[config.mk]
export PLATFORM = sky130hd
export DESIGN_NAME = bitmap_block_allocator
export DESIGN_NICKNAME = d
export VERILOG_FILES = /design/src/bba_pkg.sv /design/src/bba_map_mem.sv /design/src/bba_div.sv /design/src/bitmap_block_allocator.sv
export SDC_FILE = /design/constraint.sdc
export NUM_CORES = 1
export LEC_CHECK = 0
export BUFFER_PORTS_ARGS = -buffer_cell sky130_fd_sc_hd__buf_4
export CAP_MARGIN = 20
export CELL_PAD_IN_SITES_DETAIL_PLACEMENT = 1
export CELL_PAD_IN_SITES_GLOBAL_PLACEMENT = 1
export CORE_MARGIN = 2
export CORE_UTILIZATION = 45
export DETAILED_ROUTE_END_ITERATION = 12
export GPL_TIMING_DRIVEN = 0
export PLACE_DENSITY_LB_ADDON = 0.12
export SYNTH_ARGS = -nofsm -noshare
export SYNTH_HDL_FRONTEND = slang
export SYNTH_SLANG_ARGS = --single-unit
[constraint.sdc]
create_clock -name clk_i -period 7.7 [get_ports clk_i]
set_input_delay 0.77 -clock clk_i [delete_from_list [all_inputs] [get_ports clk_i]]
set_output_delay 0.77 -clock clk_i [all_outputs]
set_load 0.01 [all_outputs]
[src/bba_pkg.sv]
`timescale 1ns / 1ps
`default_nettype none

package bba_pkg;

  // Fixed field widths
  localparam int unsigned ADDR_W    = 32;
  localparam int unsigned PSIZE_W   = 24;
  localparam int unsigned BSIZE_W   = 16;
  localparam int unsigned CNT_W     = 9;
  localparam int unsigned REQ_W     = 2;
  localparam int unsigned STAT_W    = 2;
  localparam int unsigned CFG_IDX_W = 2;

  // Bitmap row geometry
  localparam int unsigned WORD_W     = 16;
  localparam int unsigned WORD_IDX_W = $clog2(WORD_W);

  // Divider: byte offset in the pool over block size
  localparam int unsigned DVD_W = PSIZE_W;
  localparam int unsigned DVR_W = BSIZE_W;

  localparam int unsigned BBA_MAX_BLOCKS = 256;

  localparam logic [CNT_W-1:0] CNT_MAX = '1;

  // Request codes
  localparam logic [REQ_W-1:0] REQ_ALLOC = 2'd0;
  localparam logic [REQ_W-1:0] REQ_FREE  = 2'd1;
  localparam logic [REQ_W-1:0] REQ_CLEAR = 2'd2;

  // Response status codes
  localparam logic [STAT_W-1:0] STAT_OK        = 2'd0;
  localparam logic [STAT_W-1:0] STAT_NO_FREE   = 2'd1;
  localparam logic [STAT_W-1:0] STAT_NOT_OWNED = 2'd2;
  localparam logic [STAT_W-1:0] STAT_ALREADY   = 2'd3;

  // Register indexes
  localparam logic [CFG_IDX_W-1:0] CFG_POOL_BASE   = 2'd0;
  localparam logic [CFG_IDX_W-1:0] CFG_POOL_SIZE   = 2'd1;
  localparam logic [CFG_IDX_W-1:0] CFG_BLOCK_SIZE  = 2'd2;
  localparam logic [CFG_IDX_W-1:0] CFG_BLOCK_COUNT = 2'd3;

  typedef enum logic [2:0] {
    ST_INIT,   // bitmap clearing sweep after reset
    ST_IDLE,
    ST_SCAN,   // allocate: row-by-row search for a free bit
    ST_MUL,    // allocate: index times block size
    ST_DIV,    // free: offset over block size
    ST_FCHK,   // free: read-modify-write of the addressed row
    ST_CLR,    // clear request sweep
    ST_RESP    // hand word to output register
  } bba_state_e;

endpackage

`default_nettype wire

[src/bba_map_mem.sv]
`timescale 1ns / 1ps
`default_nettype none

// Used-bit store: one write port, one read port, registered read data.
module bba_map_mem
  import bba_pkg::*;
#(
  parameter int unsigned AW = 4
) (
  input  wire logic              clk_i,
  input  wire logic              we_i,
  input  wire logic [AW-1:0]     waddr_i,
  input  wire logic [WORD_W-1:0] wdata_i,
  input  wire logic [AW-1:0]     raddr_i,
  output logic      [WORD_W-1:0] rdata_o
);

  localparam int unsigned DEPTH = 1 << AW;

  logic [WORD_W-1:0] mem_q [DEPTH];
  logic [WORD_W-1:0] rdata_q;

  always_ff @(posedge clk_i) begin
    if (we_i) begin
      mem_q[waddr_i] <= wdata_i;
    end
    rdata_q <= mem_q[raddr_i];
  end

  assign rdata_o = rdata_q;

endmodule

`default_nettype wire

[src/bba_div.sv]
`timescale 1ns / 1ps
`default_nettype none

// Restoring divider, one quotient bit per cycle.
module bba_div
  import bba_pkg::*;
(
  input  wire logic             clk_i,
  input  wire logic             rst_ni,
  input  wire logic             start_i,
  input  wire logic [DVD_W-1:0] dividend_i,
  input  wire logic [DVR_W-1:0] divisor_i,
  output logic                  done_o,
  output logic      [DVD_W-1:0] quotient_o
);

  localparam int unsigned STEP_W = $clog2(DVD_W);
  localparam logic [STEP_W-1:0] LAST_STEP = STEP_W'(DVD_W - 1);

  logic              busy_q, busy_d;
  logic              done_q, done_d;
  logic [STEP_W-1:0] step_q, step_d;
  logic [DVD_W-1:0]  dq_q, dq_d;
  logic [DVR_W-1:0]  rem_q, rem_d;
  logic [DVR_W-1:0]  dvr_q, dvr_d;
  logic [DVR_W:0]    shifted;
  logic [DVR_W-1:0]  diff;
  logic              ge;

  assign shifted = {rem_q, dq_q[DVD_W-1]};
  assign diff    = DVR_W'(shifted - {1'b0, dvr_q});
  assign ge      = shifted >= {1'b0, dvr_q};

  always_comb begin
    busy_d = busy_q;
    done_d = 1'b0;
    step_d = step_q;
    dq_d   = dq_q;
    rem_d  = rem_q;
    dvr_d  = dvr_q;
    if (start_i) begin
      busy_d = 1'b1;
      step_d = '0;
      dq_d   = dividend_i;
      rem_d  = '0;
      dvr_d  = divisor_i;
    end else if (busy_q) begin
      dq_d   = {dq_q[DVD_W-2:0], ge};
      rem_d  = ge ? diff : shifted[DVR_W-1:0];
      step_d = step_q + 1'b1;
      if (step_q == LAST_STEP) begin
        busy_d = 1'b0;
        done_d = 1'b1;
      end
    end
  end

  always_ff @(posedge clk_i or negedge rst_ni) begin
    if (!rst_ni) begin
      busy_q <= 1'b0;
      done_q <= 1'b0;
      step_q <= '0;
    end else begin
      busy_q <= busy_d;
      done_q <= done_d;
      step_q <= step_d;
    end
  end

  always_ff @(posedge clk_i) begin
    dq_q  <= dq_d;
    rem_q <= rem_d;
    dvr_q <= dvr_d;
  end

  assign done_o     = done_q;
  assign quotient_o = dq_q;

endmodule

`default_nettype wire

[src/bitmap_block_allocator.sv]
`timescale 1ns / 1ps
`default_nettype none

// Fixed-size block pool manager. One used bit per block lives in a bitmap
// memory of 16-bit rows; a single read-modify-write sequencer serves one
// request at a time. Allocate scans rows from row 0, one row per cycle with
// the read of the next row overlapped, and returns pool_base plus the lowest
// free index times the block size. Free checks ownership, runs a bit-serial
// division of the pool offset by the block size, then reads and rewrites one
// row. Clear sweeps every row, one per cycle. After reset the same sweep runs
// before the first request is taken; configuration writes are accepted
// throughout. A finished response word waits in the output register, so the
// next request is taken while it is still pending.
module bitmap_block_allocator
  import bba_pkg::*;
#(
  parameter int unsigned MAX_BLOCKS = BBA_MAX_BLOCKS
) (
  input  wire logic                 clk_i,
  input  wire logic                 rst_ni,
  // configuration
  input  wire logic                 cfg_we_i,
  input  wire logic [CFG_IDX_W-1:0] cfg_idx_i,
  input  wire logic [ADDR_W-1:0]    cfg_wdata_i,
  // request
  input  wire logic                 in_valid_i,
  output logic                      in_ready_o,
  input  wire logic [REQ_W-1:0]     req_type_i,
  input  wire logic [ADDR_W-1:0]    addr_i,
  // response
  output logic                      out_valid_o,
  input  wire logic                 out_ready_i,
  output logic      [STAT_W-1:0]    status_o,
  output logic      [ADDR_W-1:0]    block_addr_o,
  output logic      [CNT_W-1:0]     free_count_o
);

  localparam int unsigned NUM_WORDS = (MAX_BLOCKS + WORD_W - 1) / WORD_W;
  localparam int unsigned AW        = (NUM_WORDS > 1) ? $clog2(NUM_WORDS) : 1;
  localparam int unsigned BIT_AW    = AW + WORD_IDX_W;
  localparam int unsigned N_W       = ($clog2(MAX_BLOCKS + 1) > CNT_W) ?
                                      $clog2(MAX_BLOCKS + 1) : CNT_W;
  localparam int unsigned PROD_W    = BIT_AW + BSIZE_W;
  localparam logic [AW-1:0]  LAST_ROW = AW'(NUM_WORDS - 1);
  localparam logic [N_W-1:0] N_MAX    = N_W'(MAX_BLOCKS);

  // ---------------------------------------------------------------------------
  // Configuration registers
  // ---------------------------------------------------------------------------
  logic [ADDR_W-1:0]  pool_base_q;
  logic [PSIZE_W-1:0] pool_size_q;
  logic [BSIZE_W-1:0] blk_bytes_q;
  logic [CNT_W-1:0]   block_count_q;

  always_ff @(posedge clk_i or negedge rst_ni) begin
    if (!rst_ni) begin
      pool_base_q   <= '0;
      pool_size_q   <= '0;
      blk_bytes_q   <= BSIZE_W'(64);
      block_count_q <= '0;
    end else if (cfg_we_i) begin
      unique case (cfg_idx_i)
        CFG_POOL_BASE:   pool_base_q   <= cfg_wdata_i;
        CFG_POOL_SIZE:   pool_size_q   <= cfg_wdata_i[PSIZE_W-1:0];
        CFG_BLOCK_SIZE:  blk_bytes_q   <= cfg_wdata_i[BSIZE_W-1:0];
        CFG_BLOCK_COUNT: block_count_q <= cfg_wdata_i[CNT_W-1:0];
      endcase
    end
  end

  // usable block count, capped at the bitmap size
  logic [N_W-1:0] bc_ext;
  logic [N_W-1:0] n_blk;
  logic [N_W-1:0] n_m1;
  logic [AW-1:0]  scan_last;

  assign bc_ext    = N_W'(block_count_q);
  assign n_blk     = (bc_ext < N_MAX) ? bc_ext : N_MAX;
  assign n_m1      = n_blk - 1'b1;
  assign scan_last = AW'(n_m1 >> WORD_IDX_W);

  // ---------------------------------------------------------------------------
  // Ownership check for free, evaluated on the request port
  // ---------------------------------------------------------------------------
  logic [ADDR_W:0]    pool_limit;
  logic [DVD_W-1:0]   offset;
  logic               owned_pre;

  assign pool_limit = {1'b0, pool_base_q} + {{(ADDR_W + 1 - PSIZE_W){1'b0}}, pool_size_q};
  // an owned address lies below base plus a 24-bit size, so the offset fits
  assign offset     = DVD_W'(addr_i - pool_base_q);
  assign owned_pre  = (pool_base_q != '0) && (addr_i != '0) && (addr_i >= pool_base_q) &&
                      ({1'b0, addr_i} < pool_limit) && (blk_bytes_q != '0);

  // ---------------------------------------------------------------------------
  // Bitmap memory and divider
  // ---------------------------------------------------------------------------
  logic              mem_we;
  logic [AW-1:0]     mem_waddr;
  logic [WORD_W-1:0] mem_wdata;
  logic [AW-1:0]     mem_raddr;
  logic [WORD_W-1:0] mem_rdata;

  bba_map_mem #(
    .AW (AW)
  ) u_map (
    .clk_i   (clk_i),
    .we_i    (mem_we),
    .waddr_i (mem_waddr),
    .wdata_i (mem_wdata),
    .raddr_i (mem_raddr),
    .rdata_o (mem_rdata)
  );

  logic             div_start;
  logic             div_done;
  logic [DVD_W-1:0] div_quot;

  bba_div u_div (
    .clk_i      (clk_i),
    .rst_ni     (rst_ni),
    .start_i    (div_start),
    .dividend_i (offset),
    .divisor_i  (blk_bytes_q),
    .done_o     (div_done),
    .quotient_o (div_quot)
  );

  // ---------------------------------------------------------------------------
  // Sequencer
  // ---------------------------------------------------------------------------
  bba_state_e       state_q, state_d;
  logic [CNT_W-1:0] fc_q, fc_d;
  logic [AW-1:0]    row_q, row_d;        // scan row / clear sweep row
  logic             hit_q, hit_d;        // allocate succeeded
  logic [STAT_W-1:0] res_status_q, res_status_d;
  logic [BIT_AW-1:0] idx_q, idx_d;
  logic [PROD_W-1:0] prod_q, prod_d;

  logic              out_valid_q, out_valid_d;
  logic [STAT_W-1:0] status_q, status_d;
  logic [ADDR_W-1:0] block_addr_q, block_addr_d;
  logic [CNT_W-1:0]  free_count_q, free_count_d;

  logic              in_accept;
  logic              out_load;

  // free bits of the row under scan, restricted to usable indexes
  logic [WORD_W-1:0]     scan_free;
  logic [WORD_IDX_W-1:0] scan_pos;
  logic [BIT_AW-1:0]     quot_idx;

  always_comb begin
    for (int b = 0; b < WORD_W; b++) begin
      scan_free[b] = !mem_rdata[b] &&
                     (N_W'({row_q, WORD_IDX_W'(b)}) < n_blk);
    end
    scan_pos = '0;
    for (int b = WORD_W - 1; b >= 0; b--) begin
      if (scan_free[b]) begin
        scan_pos = WORD_IDX_W'(b);
      end
    end
  end

  assign quot_idx  = div_quot[BIT_AW-1:0];
  assign in_accept = in_valid_i && in_ready_o;
  assign in_ready_o = (state_q == ST_IDLE);

  always_comb begin
    state_d      = state_q;
    fc_d         = fc_q;
    row_d        = row_q;
    hit_d        = hit_q;
    res_status_d = res_status_q;
    idx_d        = idx_q;
    prod_d       = prod_q;
    mem_we       = 1'b0;
    mem_waddr    = row_q;
    mem_wdata    = '0;
    mem_raddr    = '0;
    div_start    = 1'b0;
    out_load     = 1'b0;

    unique case (state_q)
      ST_INIT, ST_CLR: begin
        mem_we = 1'b1;
        row_d  = row_q + 1'b1;
        if (row_q == LAST_ROW) begin
          if (state_q == ST_CLR) begin
            fc_d    = CNT_W'(n_blk);
            state_d = ST_RESP;
          end else begin
            state_d = ST_IDLE;
          end
        end
      end

      ST_IDLE: begin
        // row 0 is read here so a scan starts with data in hand
        mem_raddr = '0;
        if (in_accept) begin
          hit_d        = 1'b0;
          res_status_d = STAT_OK;
          row_d        = '0;
          unique case (req_type_i)
            REQ_ALLOC: begin
              if (fc_q == '0 || n_blk == '0) begin
                res_status_d = STAT_NO_FREE;
                state_d      = ST_RESP;
              end else begin
                state_d = ST_SCAN;
              end
            end
            REQ_FREE: begin
              if (owned_pre) begin
                div_start = 1'b1;
                state_d   = ST_DIV;
              end else begin
                res_status_d = STAT_NOT_OWNED;
                state_d      = ST_RESP;
              end
            end
            REQ_CLEAR: state_d = ST_CLR;
            default:   state_d = ST_RESP;   // unused code: report only
          endcase
        end
      end

      ST_SCAN: begin
        mem_raddr = row_q + 1'b1;
        if (scan_free != '0) begin
          mem_we    = 1'b1;
          mem_wdata = mem_rdata | (WORD_W'(1) << scan_pos);
          idx_d     = {row_q, scan_pos};
          fc_d      = fc_q - 1'b1;
          hit_d     = 1'b1;
          state_d   = ST_MUL;
        end else if (row_q == scan_last) begin
          res_status_d = STAT_NO_FREE;
          state_d      = ST_RESP;
        end else begin
          row_d = row_q + 1'b1;
        end
      end

      ST_MUL: begin
        prod_d  = PROD_W'(idx_q) * PROD_W'(blk_bytes_q);
        state_d = ST_RESP;
      end

      ST_DIV: begin
        mem_raddr = AW'(div_quot >> WORD_IDX_W);
        if (div_done) begin
          idx_d = quot_idx;
          if (div_quot >= DVD_W'(n_blk)) begin
            res_status_d = STAT_NOT_OWNED;
            state_d      = ST_RESP;
          end else begin
            state_d = ST_FCHK;
          end
        end
      end

      ST_FCHK: begin
        mem_waddr = idx_q[BIT_AW-1:WORD_IDX_W];
        if (!mem_rdata[idx_q[WORD_IDX_W-1:0]]) begin
          res_status_d = STAT_ALREADY;
        end else begin
          mem_we    = 1'b1;
          mem_wdata = mem_rdata & ~(WORD_W'(1) << idx_q[WORD_IDX_W-1:0]);
          fc_d      = (fc_q == CNT_MAX) ? fc_q : fc_q + 1'b1;
        end
        state_d = ST_RESP;
      end

      ST_RESP: begin
        if (!out_valid_q || out_ready_i) begin
          out_load = 1'b1;
          state_d  = ST_IDLE;
        end
      end

      default: state_d = ST_IDLE;
    endcase
  end

  // output register
  always_comb begin
    out_valid_d  = out_valid_q && !out_ready_i;
    status_d     = status_q;
    block_addr_d = block_addr_q;
    free_count_d = free_count_q;
    if (out_load) begin
      out_valid_d  = 1'b1;
      status_d     = res_status_q;
      block_addr_d = hit_q ? (pool_base_q + ADDR_W'(prod_q)) : '0;
      free_count_d = fc_q;
    end
  end

  always_ff @(posedge clk_i or negedge rst_ni) begin
    if (!rst_ni) begin
      state_q     <= ST_INIT;
      fc_q        <= '0;
      row_q       <= '0;
      hit_q       <= 1'b0;
      out_valid_q <= 1'b0;
    end else begin
      state_q     <= state_d;
      fc_q        <= fc_d;
      row_q       <= row_d;
      hit_q       <= hit_d;
      out_valid_q <= out_valid_d;
    end
  end

  always_ff @(posedge clk_i) begin
    res_status_q <= res_status_d;
    idx_q        <= idx_d;
    prod_q       <= prod_d;
    status_q     <= status_d;
    block_addr_q <= block_addr_d;
    free_count_q <= free_count_d;
  end

  assign out_valid_o  = out_valid_q;
  assign status_o     = status_q;
  assign block_addr_o = block_addr_q;
  assign free_count_o = free_count_q;

  // ---------------------------------------------------------------------------
  // Assertions
  // ---------------------------------------------------------------------------
  a_accept_leaves_idle: assert property (@(posedge clk_i) disable iff (!rst_ni)
    in_accept |=> state_q != ST_IDLE)
    else $error("request accepted but sequencer stayed idle");

  a_mem_write_state: assert property (@(posedge clk_i) disable iff (!rst_ni)
    mem_we |-> (state_q == ST_INIT || state_q == ST_CLR ||
                state_q == ST_SCAN || state_q == ST_FCHK))
    else $error("bitmap written outside a modify state");

  a_alloc_count: assert property (@(posedge clk_i) disable iff (!rst_ni)
    (state_q == ST_SCAN && scan_free != '0) |=> fc_q == $past(fc_q) - 1'b1)
    else $error("free count not lowered on allocation");

  a_div_done_state: assert property (@(posedge clk_i) disable iff (!rst_ni)
    div_done |-> state_q == ST_DIV)
    else $error("divider finished outside the free sequence");

endmodule

`default_nettype wire

==> metrics.md, run 1 <==
| Metric | Value |
|---|---|
| Status | `complete, no violations` |
| Total length of routed wires | `97300 um` |
| Clock network power share | `19.9%` |
| Grt ovf | `0` |
| Min Clock Period, post-route | `6340 ps` |
| Setup WS pre-CTS | `1370 ps` |
| Endpoints failing setup | `0` |
| Post-synth top cells | `edfxtp_1, nand2_1, ha_1, a21oi_1, inv_1` |
| MaxCap Viol Count | `0` |
| Critical Path Fanout Max | `10` |
| Synth Net Count | `3212` |
| Met1 WL | `41200 um` |
| Setup tns final | `0 ps` |
| Most used DFF post-synth | `edfxtp_1` |
| Rows | `96` |
| Drt pass-1 iters | `7` |
| Area Growth Syn to Fin | `13.8%` |
| Clk root buf | `clkbuf_16` |
| Max clock buf depth | `3` |
| Max Clock Freq | `158 MHz` |
| CP Class | `reg -> reg` |
| Clock latency on the worst-skew pair | `660 ps` |
| Yosys cell types | `103` |
| Slew Limit Fails | `0` |
| Worst relative slew slack | `24.2%` |
| Post-synth top area share | `36.1%` |
| # DRC | `0` |
| Post-synthesis sequential area ratio | `46.7%` |
| Final period utilization | `82.3%` |
| Dpl hpwl | `76000 um` |
| Pint | `8150 uW` |
| Vias/cell | `5.85` |
| CTS buffer count | `57` |
| Via Count | `23300` |
| Avg Cell Area, Syn | `10.9 um^2` |
| Largest net degree at the start of global routing | `89` |
| RSZ-0062 raised after global routing | `false` |
| Async SR Flop Fraction | `20.7%` |
| Worst Setup Start Kind | `flop` |
| Setup crit end kind | `flop` |
| P_leak | `0.0143 uW` |
| Clk slew on worst S/H paths | `60 ps` |
| Gpl congestion | `0.938` |
| Pwr/cell area | `394 nW/um^2` |
| HP Class | `in -> reg` |
| Post-cts gate resize count | `0` |
| Seq cells post-synth | `511` |
| Slew @ Worst Pin | `1140 ps` |
| Hold Fails Final Rpt | `0` |
| Total power | `13900 uW` |
| Core area | `68500 um^2` |
| Ranking of synthesized cells by area | `edfxtp_1, dfrtp_1, ha_1, fa_1, a211oi_1` |
| Initial antenna violation count | `0` |
| I/O pin total | `118` |
| Routed len/inst | `24.4 um` |
| Antenna-violating nets left | `0` |
| Die Footprint | `71100 um^2` |
| Most numerous cell in the Yosys netlist | `edfxtp_1` |
| Reg power frac | `30.7%` |
| TritonCTS clock tree | `built` |
| Nets | `3412` |
| Max rail drop VDD | `267 uV` |
| Port bufs | `117` |
| Die Wd | `267 um` |
| Mapped cell area | `31000 um^2` |
| Number of global-route vias before repair | `24800` |
| Filler cells | `7372` |
| Clock Skew | `53.8 ps` |
| Layout cell share with drive strength beyond 1 | `13.6%` |
| Sw Ratio | `41.5%` |
| Mapped Cells | `2852` |
| CP arrival | `6740 ps` |
| Met3 wire length | `3420 um` |
| Global-route wire length before repair | `149000 um` |
| Logic gate share of total power | `49.4%` |
| First DRT Iteration DRCs | `1515` |
| Final WS setup | `1360 ps` |
| Ys Warns | `0` |
| Chip height | `267 um` |
| H-tree level count | `2` |
| Post-synth top area cell | `edfxtp_1` |
| Ant. Diodes | `0` |
| Psw | `5790 uW` |
| CTS sink count | `511` |
| Post-synth EDFFs | `373` |
| Number of cells after detailed placement | `3873` |
| Non-Filler Instances | `3983` |
| GRT Overall Usage | `27.6%` |
| CP required | `8100 ps` |
| Met2 wire length | `48300 um` |
| Initial core utilization | `45.4%` |
| Highest routed layer | `met4` |
[critical path, cell delays in order (launching register included)]
cell	delay [ps]
edfxtp_1	350
clkbuf_1	590
clkbuf_1	520
nand2_1	180
fa_1	510
fa_1	550
inv_1	60
fa_1	510
fa_1	490
ha_1	350
a21boi_0	470
o211ai_1	240
a31oi_1	430
a21oi_1	190
o21ai_0	210
a21oi_1	110
xnor2_1	330
[flip-flops by register name, indices dropped and copies added (netlist names), 2 cells and up]
register	flops
bc_ext	9
blk_bytes_q	16
block_addr_o	32
fc_q	9
free_count_o	9
idx_q	8
pool_base_q	32
pool_size_q	24
prod_q	24
res_status_q	2
row_q	4
state_q	3
status_o	2
u_div.dvr_q	16
u_div.quotient_o	24
u_div.rem_q	16
u_div.step_q	5
u_map.mem_q	256
u_map.rdata_o	16
[per-layer routing]
metal  vias up  track usage [%]
li1      10800                -
met5         -                0
met4         0             11.8
met3       187             2.88
met1     11800             35.2
met2       544             47.9
[cell usage in the layout (no fill, tap or decap), types with 49 or more instances in the layout]
cell,n
edfxtp_1,373
nand2_1,261
ha_1,198
a21oi_1,181
inv_1,178
nor2_1,143
o21ai_0,140
a211oi_1,137
buf_4,134
dfrtp_1,105
and2_1,101
clkbuf_1,91
fa_1,89
xnor2_1,75
mux2_2,73
clkbuf_16,58
a31oi_1,51
a21o_1,50
nor2b_1,49
[power groups by stage]
stage	Combinational, uW	Clock [uW]	Sequential (uW)
2_1_floorplan	4700	0	4180
3_3_place_gp	6480	0	4340
3_5_place_dp	6820	0	4330
4_1_cts	6880	2820	4280
5_1_grt	7670	2920	4320
6_report	6880	2770	4270
[through the flow]
stage	util, %	area, um^2	hold WS, ps
detailed placement	48.8	33400	411
finish	51.6	35300	335
CTS	51.6	35300	314
floorplan	-	31000	400
global placement	48.2	33000	430
global route	51.6	35300	338
[final cells by class]
type	instances	area [um^2]	share of cell area (%)
Clock inverter	40	412	1.16
Inverter	182	683	1.93
Timing Repair Buffer	141	1190	3.37
Clock buffer	68	1510	4.27
Sequential cell	511	14500	41.0
Tap cell	882	1100	3.12
Buffer	118	536	1.52
Multi-Input combinational cell	2041	15400	43.6
[what timing repair did]
action | 4_1_cts | 5_1_grt
hold buffers | 1 | 0
setup buffers | 0 | 0
hold endpoints to repair | 18 | 0
[worst paths after layout]
check                      depth (start not counted)         endpoint  slack (ps)             from
max in group asynchronous                          3  pool_size_q[16]        6390           rst_ni
hold / removal                                     2            hit_q         330       in_valid_i
hold reg to reg                                    0      status_o[0]         420  res_status_q[0]
min in group asynchronous                          2          fc_q[2]         540           rst_ni
setup / recovery                                  16       prod_q[23]        1360         idx_q[5]
setup reg to reg                                  16       prod_q[23]        1360         idx_q[5]
[logic make-up (layout without fill, tap and decap cells)]
family / count (synthesis) / count (layout) / share of synthesized area [%]
muxes: 123 / 123 / 4.46
AOI/OAI and AO/OA: 721 / 721 / 15.1
adders and majority gates: 287 / 287 / 13.7
buffers and inverters: 300 / 549 / 3.92
DFF: 511 / 511 / 46.7
and+or+nand+nor: 792 / 792 / 12.8
xor gates and xnor gates: 118 / 118 / 3.33
Note: power is estimated with default switching activity, not from simulation.
==> run 2: changes to the inputs <==
==> constraint.sdc (replaced) <==
create_clock -name clk_i -period 6.4 [get_ports clk_i]
set_input_delay 0.64 -clock clk_i [delete_from_list [all_inputs] [get_ports clk_i]]
set_output_delay 0.64 -clock clk_i [all_outputs]
set_load 0.01 [all_outputs]
==> metrics.md, run 2 (synthesis gave the netlist of run 1 again) <==
| Metric | Value |
|---|---|
| Max reg flops | `256` |
| Max Clock Freq | `164 MHz` |
| Initial core utilization | `45.4%` |
| Worst Hold Path Cells | `2` |
| CP required | `6800 ps` |
| CP Class | `reg -> reg` |
| Max clock buf depth | `3` |
| Worst path cell trace | `clkbuf_1, nand2_1, fa_1, fa_1, inv_1, fa_1, fa_1, ha_1, a21boi_0, o211ai_1, a31oi_1, a21oi_1, o21ai_0, a21oi_1, xnor2_1` |
| MaxCap Viol Count | `0` |
| WHS Endpoint | `hit_q` |
| Clock latency on the worst-skew pair | `660 ps` |
| CTS buffer count | `57` |
| Top reg by flops | `u_map.mem_q` |
| Nets | `3412` |
| Hold Path Origin | `in_valid_i` |
| GRT Overall Usage | `27.6%` |
| Min Clock Period, post-route | `6100 ps` |
| Worst Setup Start Kind | `flop` |
| Routed len/inst | `24.5 um` |
| Rows | `96` |
| Setup tns final | `0 ps` |
| Final period utilization | `95.3%` |
| Slew Limit Fails | `0` |
| Slew @ Worst Pin | `1140 ps` |
| Worst relative slew slack | `23.7%` |
| Max rail drop VDD | `319 uV` |
| R2R cell count | `15` |
| CP arrival | `6510 ps` |
| Via Count | `23200` |
| Setup crit end kind | `flop` |
| Gpl congestion | `0.938` |
| Worst path max stage delay | `730 ps` |
| Pwr/cell area | `474 nW/um^2` |
| Dpl hpwl | `76000 um` |
| Clock Skew | `55.7 ps` |
| Most frequent cells in the layout | `edfxtp_1, nand2_1, ha_1` |
| Largest net degree at the start of global routing | `89` |
| Clk root buf | `clkbuf_16` |
| Initial antenna violation count | `1` |
| CTS sink count | `511` |
| FF-to-FF setup slack | `300 ps` |
| RSZ-0062 raised after global routing | `false` |
| Total length of routed wires | `97500 um` |
| First DRT Iteration DRCs | `1555` |
| Status | `complete, no violations` |
| Reg2reg end | `prod_q[23]` |
| Port bufs | `117` |
| Die Wd | `267 um` |
| Die Footprint | `71100 um^2` |
| Antenna-violating nets left | `0` |
| Number of global-route vias before repair | `24800` |
| Endpoints failing setup | `0` |
| Layout cell share with drive strength beyond 1 | `13.7%` |
| Most used cell, CP | `fa_1` |
| P_leak | `0.0143 uW` |
| FF-to-FF Start | `idx_q[5]` |
| Grt ovf | `0` |
| Clk slew on worst S/H paths | `60 ps` |
| Commonest non-fill, non-tap cell in the layout | `edfxtp_1` |
| Global-route wire length before repair | `149000 um` |
| # DRC | `0` |
| H-tree level count | `2` |
| Placed cell area | `33400 um^2` |
| Final Cell Area | `35400 um^2` |
| Core area | `68500 um^2` |
| Critical Path Fanout Max | `11` |
| TritonCTS clock tree | `built` |
| Vias/cell | `5.83` |
| Hold Fails Final Rpt | `0` |
| I/O pin total | `118` |
| HP Class | `in -> reg` |
| Area Growth Syn to Fin | `13.9%` |
| Critical-path top delay cell | `edfxtp_1` |
| Chip height | `267 um` |
| Drt pass-1 iters | `5` |
-- run 2: report_power, final --
group	total, uW	leakage, uW	switching, uW	internal (uW)
sequential	5140	0.00501	519	4630
clock	3330	0.000941	1430	1900
combinational	8290	0.00836	5010	3270
-- run 2: metal layers --
| layer | part of all wire, % | track usage (%) | wire length (um) | vias to the layer above |
|---|---|---|---|---|
| met4 | 4.5 | 11.8 | 4350 | 0 |
| met1 | 42 | 35.2 | 41200 | 11700 |
| li1 | - | - | - | 10800 |
| met5 | 0 | 0 | 0 | - |
| met3 | 3.5 | 2.88 | 3430 | 183 |
| met2 | 50 | 47.9 | 48500 | 512 |
-- run 2: how the worst max path moves through the flow --
stage,startpoint,endpoint,slack [ps],cells past startpoint
finish,idx_q[5],prod_q[23],300,15
global placement,pool_base_q[7],u_div.quotient_o[22],110,19
floorplan,idx_q[7],prod_q[22],1520,16
CTS,pool_base_q[7],u_div.quotient_o[1],3,19
global route,idx_q[0],prod_q[23],20,20
detailed placement,pool_base_q[7],u_div.quotient_o[23],70,19
-- run 2: critical path: cells and delay by family (launching register included) --
kind | cells | cell delay (ps)
flops | 1 | 730
xor+xnor | 1 | 310
buf+inv | 2 | 560
compound gates | 6 | 1660
fa+ha+maj | 5 | 2410
simple gates | 1 | 180
-- run 2: layout make-up --
class	count	area [um^2]
Buffer	115	528
Clock inverter	40	412
Timing Repair Buffer	143	1210
Inverter	182	683
Multi-Input combinational cell	2042	15400
Fill cell	7369	33100
Clock buffer	68	1510
Tap cell	882	1100
Sequential cell	511	14500
Antenna cell	1	2.50
-- run 2: stage by stage --
stage / total power, uW / instances / utilization (%) / hold WS (ps) / setup WS [ps]
after floorplan: 10700 / 2852 / - / 344 / 1520
after detailed placement: 13400 / 3873 / 48.8 / 411 / 67.0
after global routing: 17900 / 3983 / 51.7 / 208 / 19.6
after global placement: 13000 / 3851 / 48.2 / 430 / 108
after CTS: 16800 / 3982 / 51.6 / 184 / 3.03
final: 16800 / 3984 / 51.7 / 207 / 299
-- run 2: timing repair --
item                                   4_1_cts  5_1_grt
hold buffers                                 1        0
setup buffers                                0        2
setup endpoints to repair                    0       46
endpoints found under the hold margin       18        0
gates resized for setup                      0        2
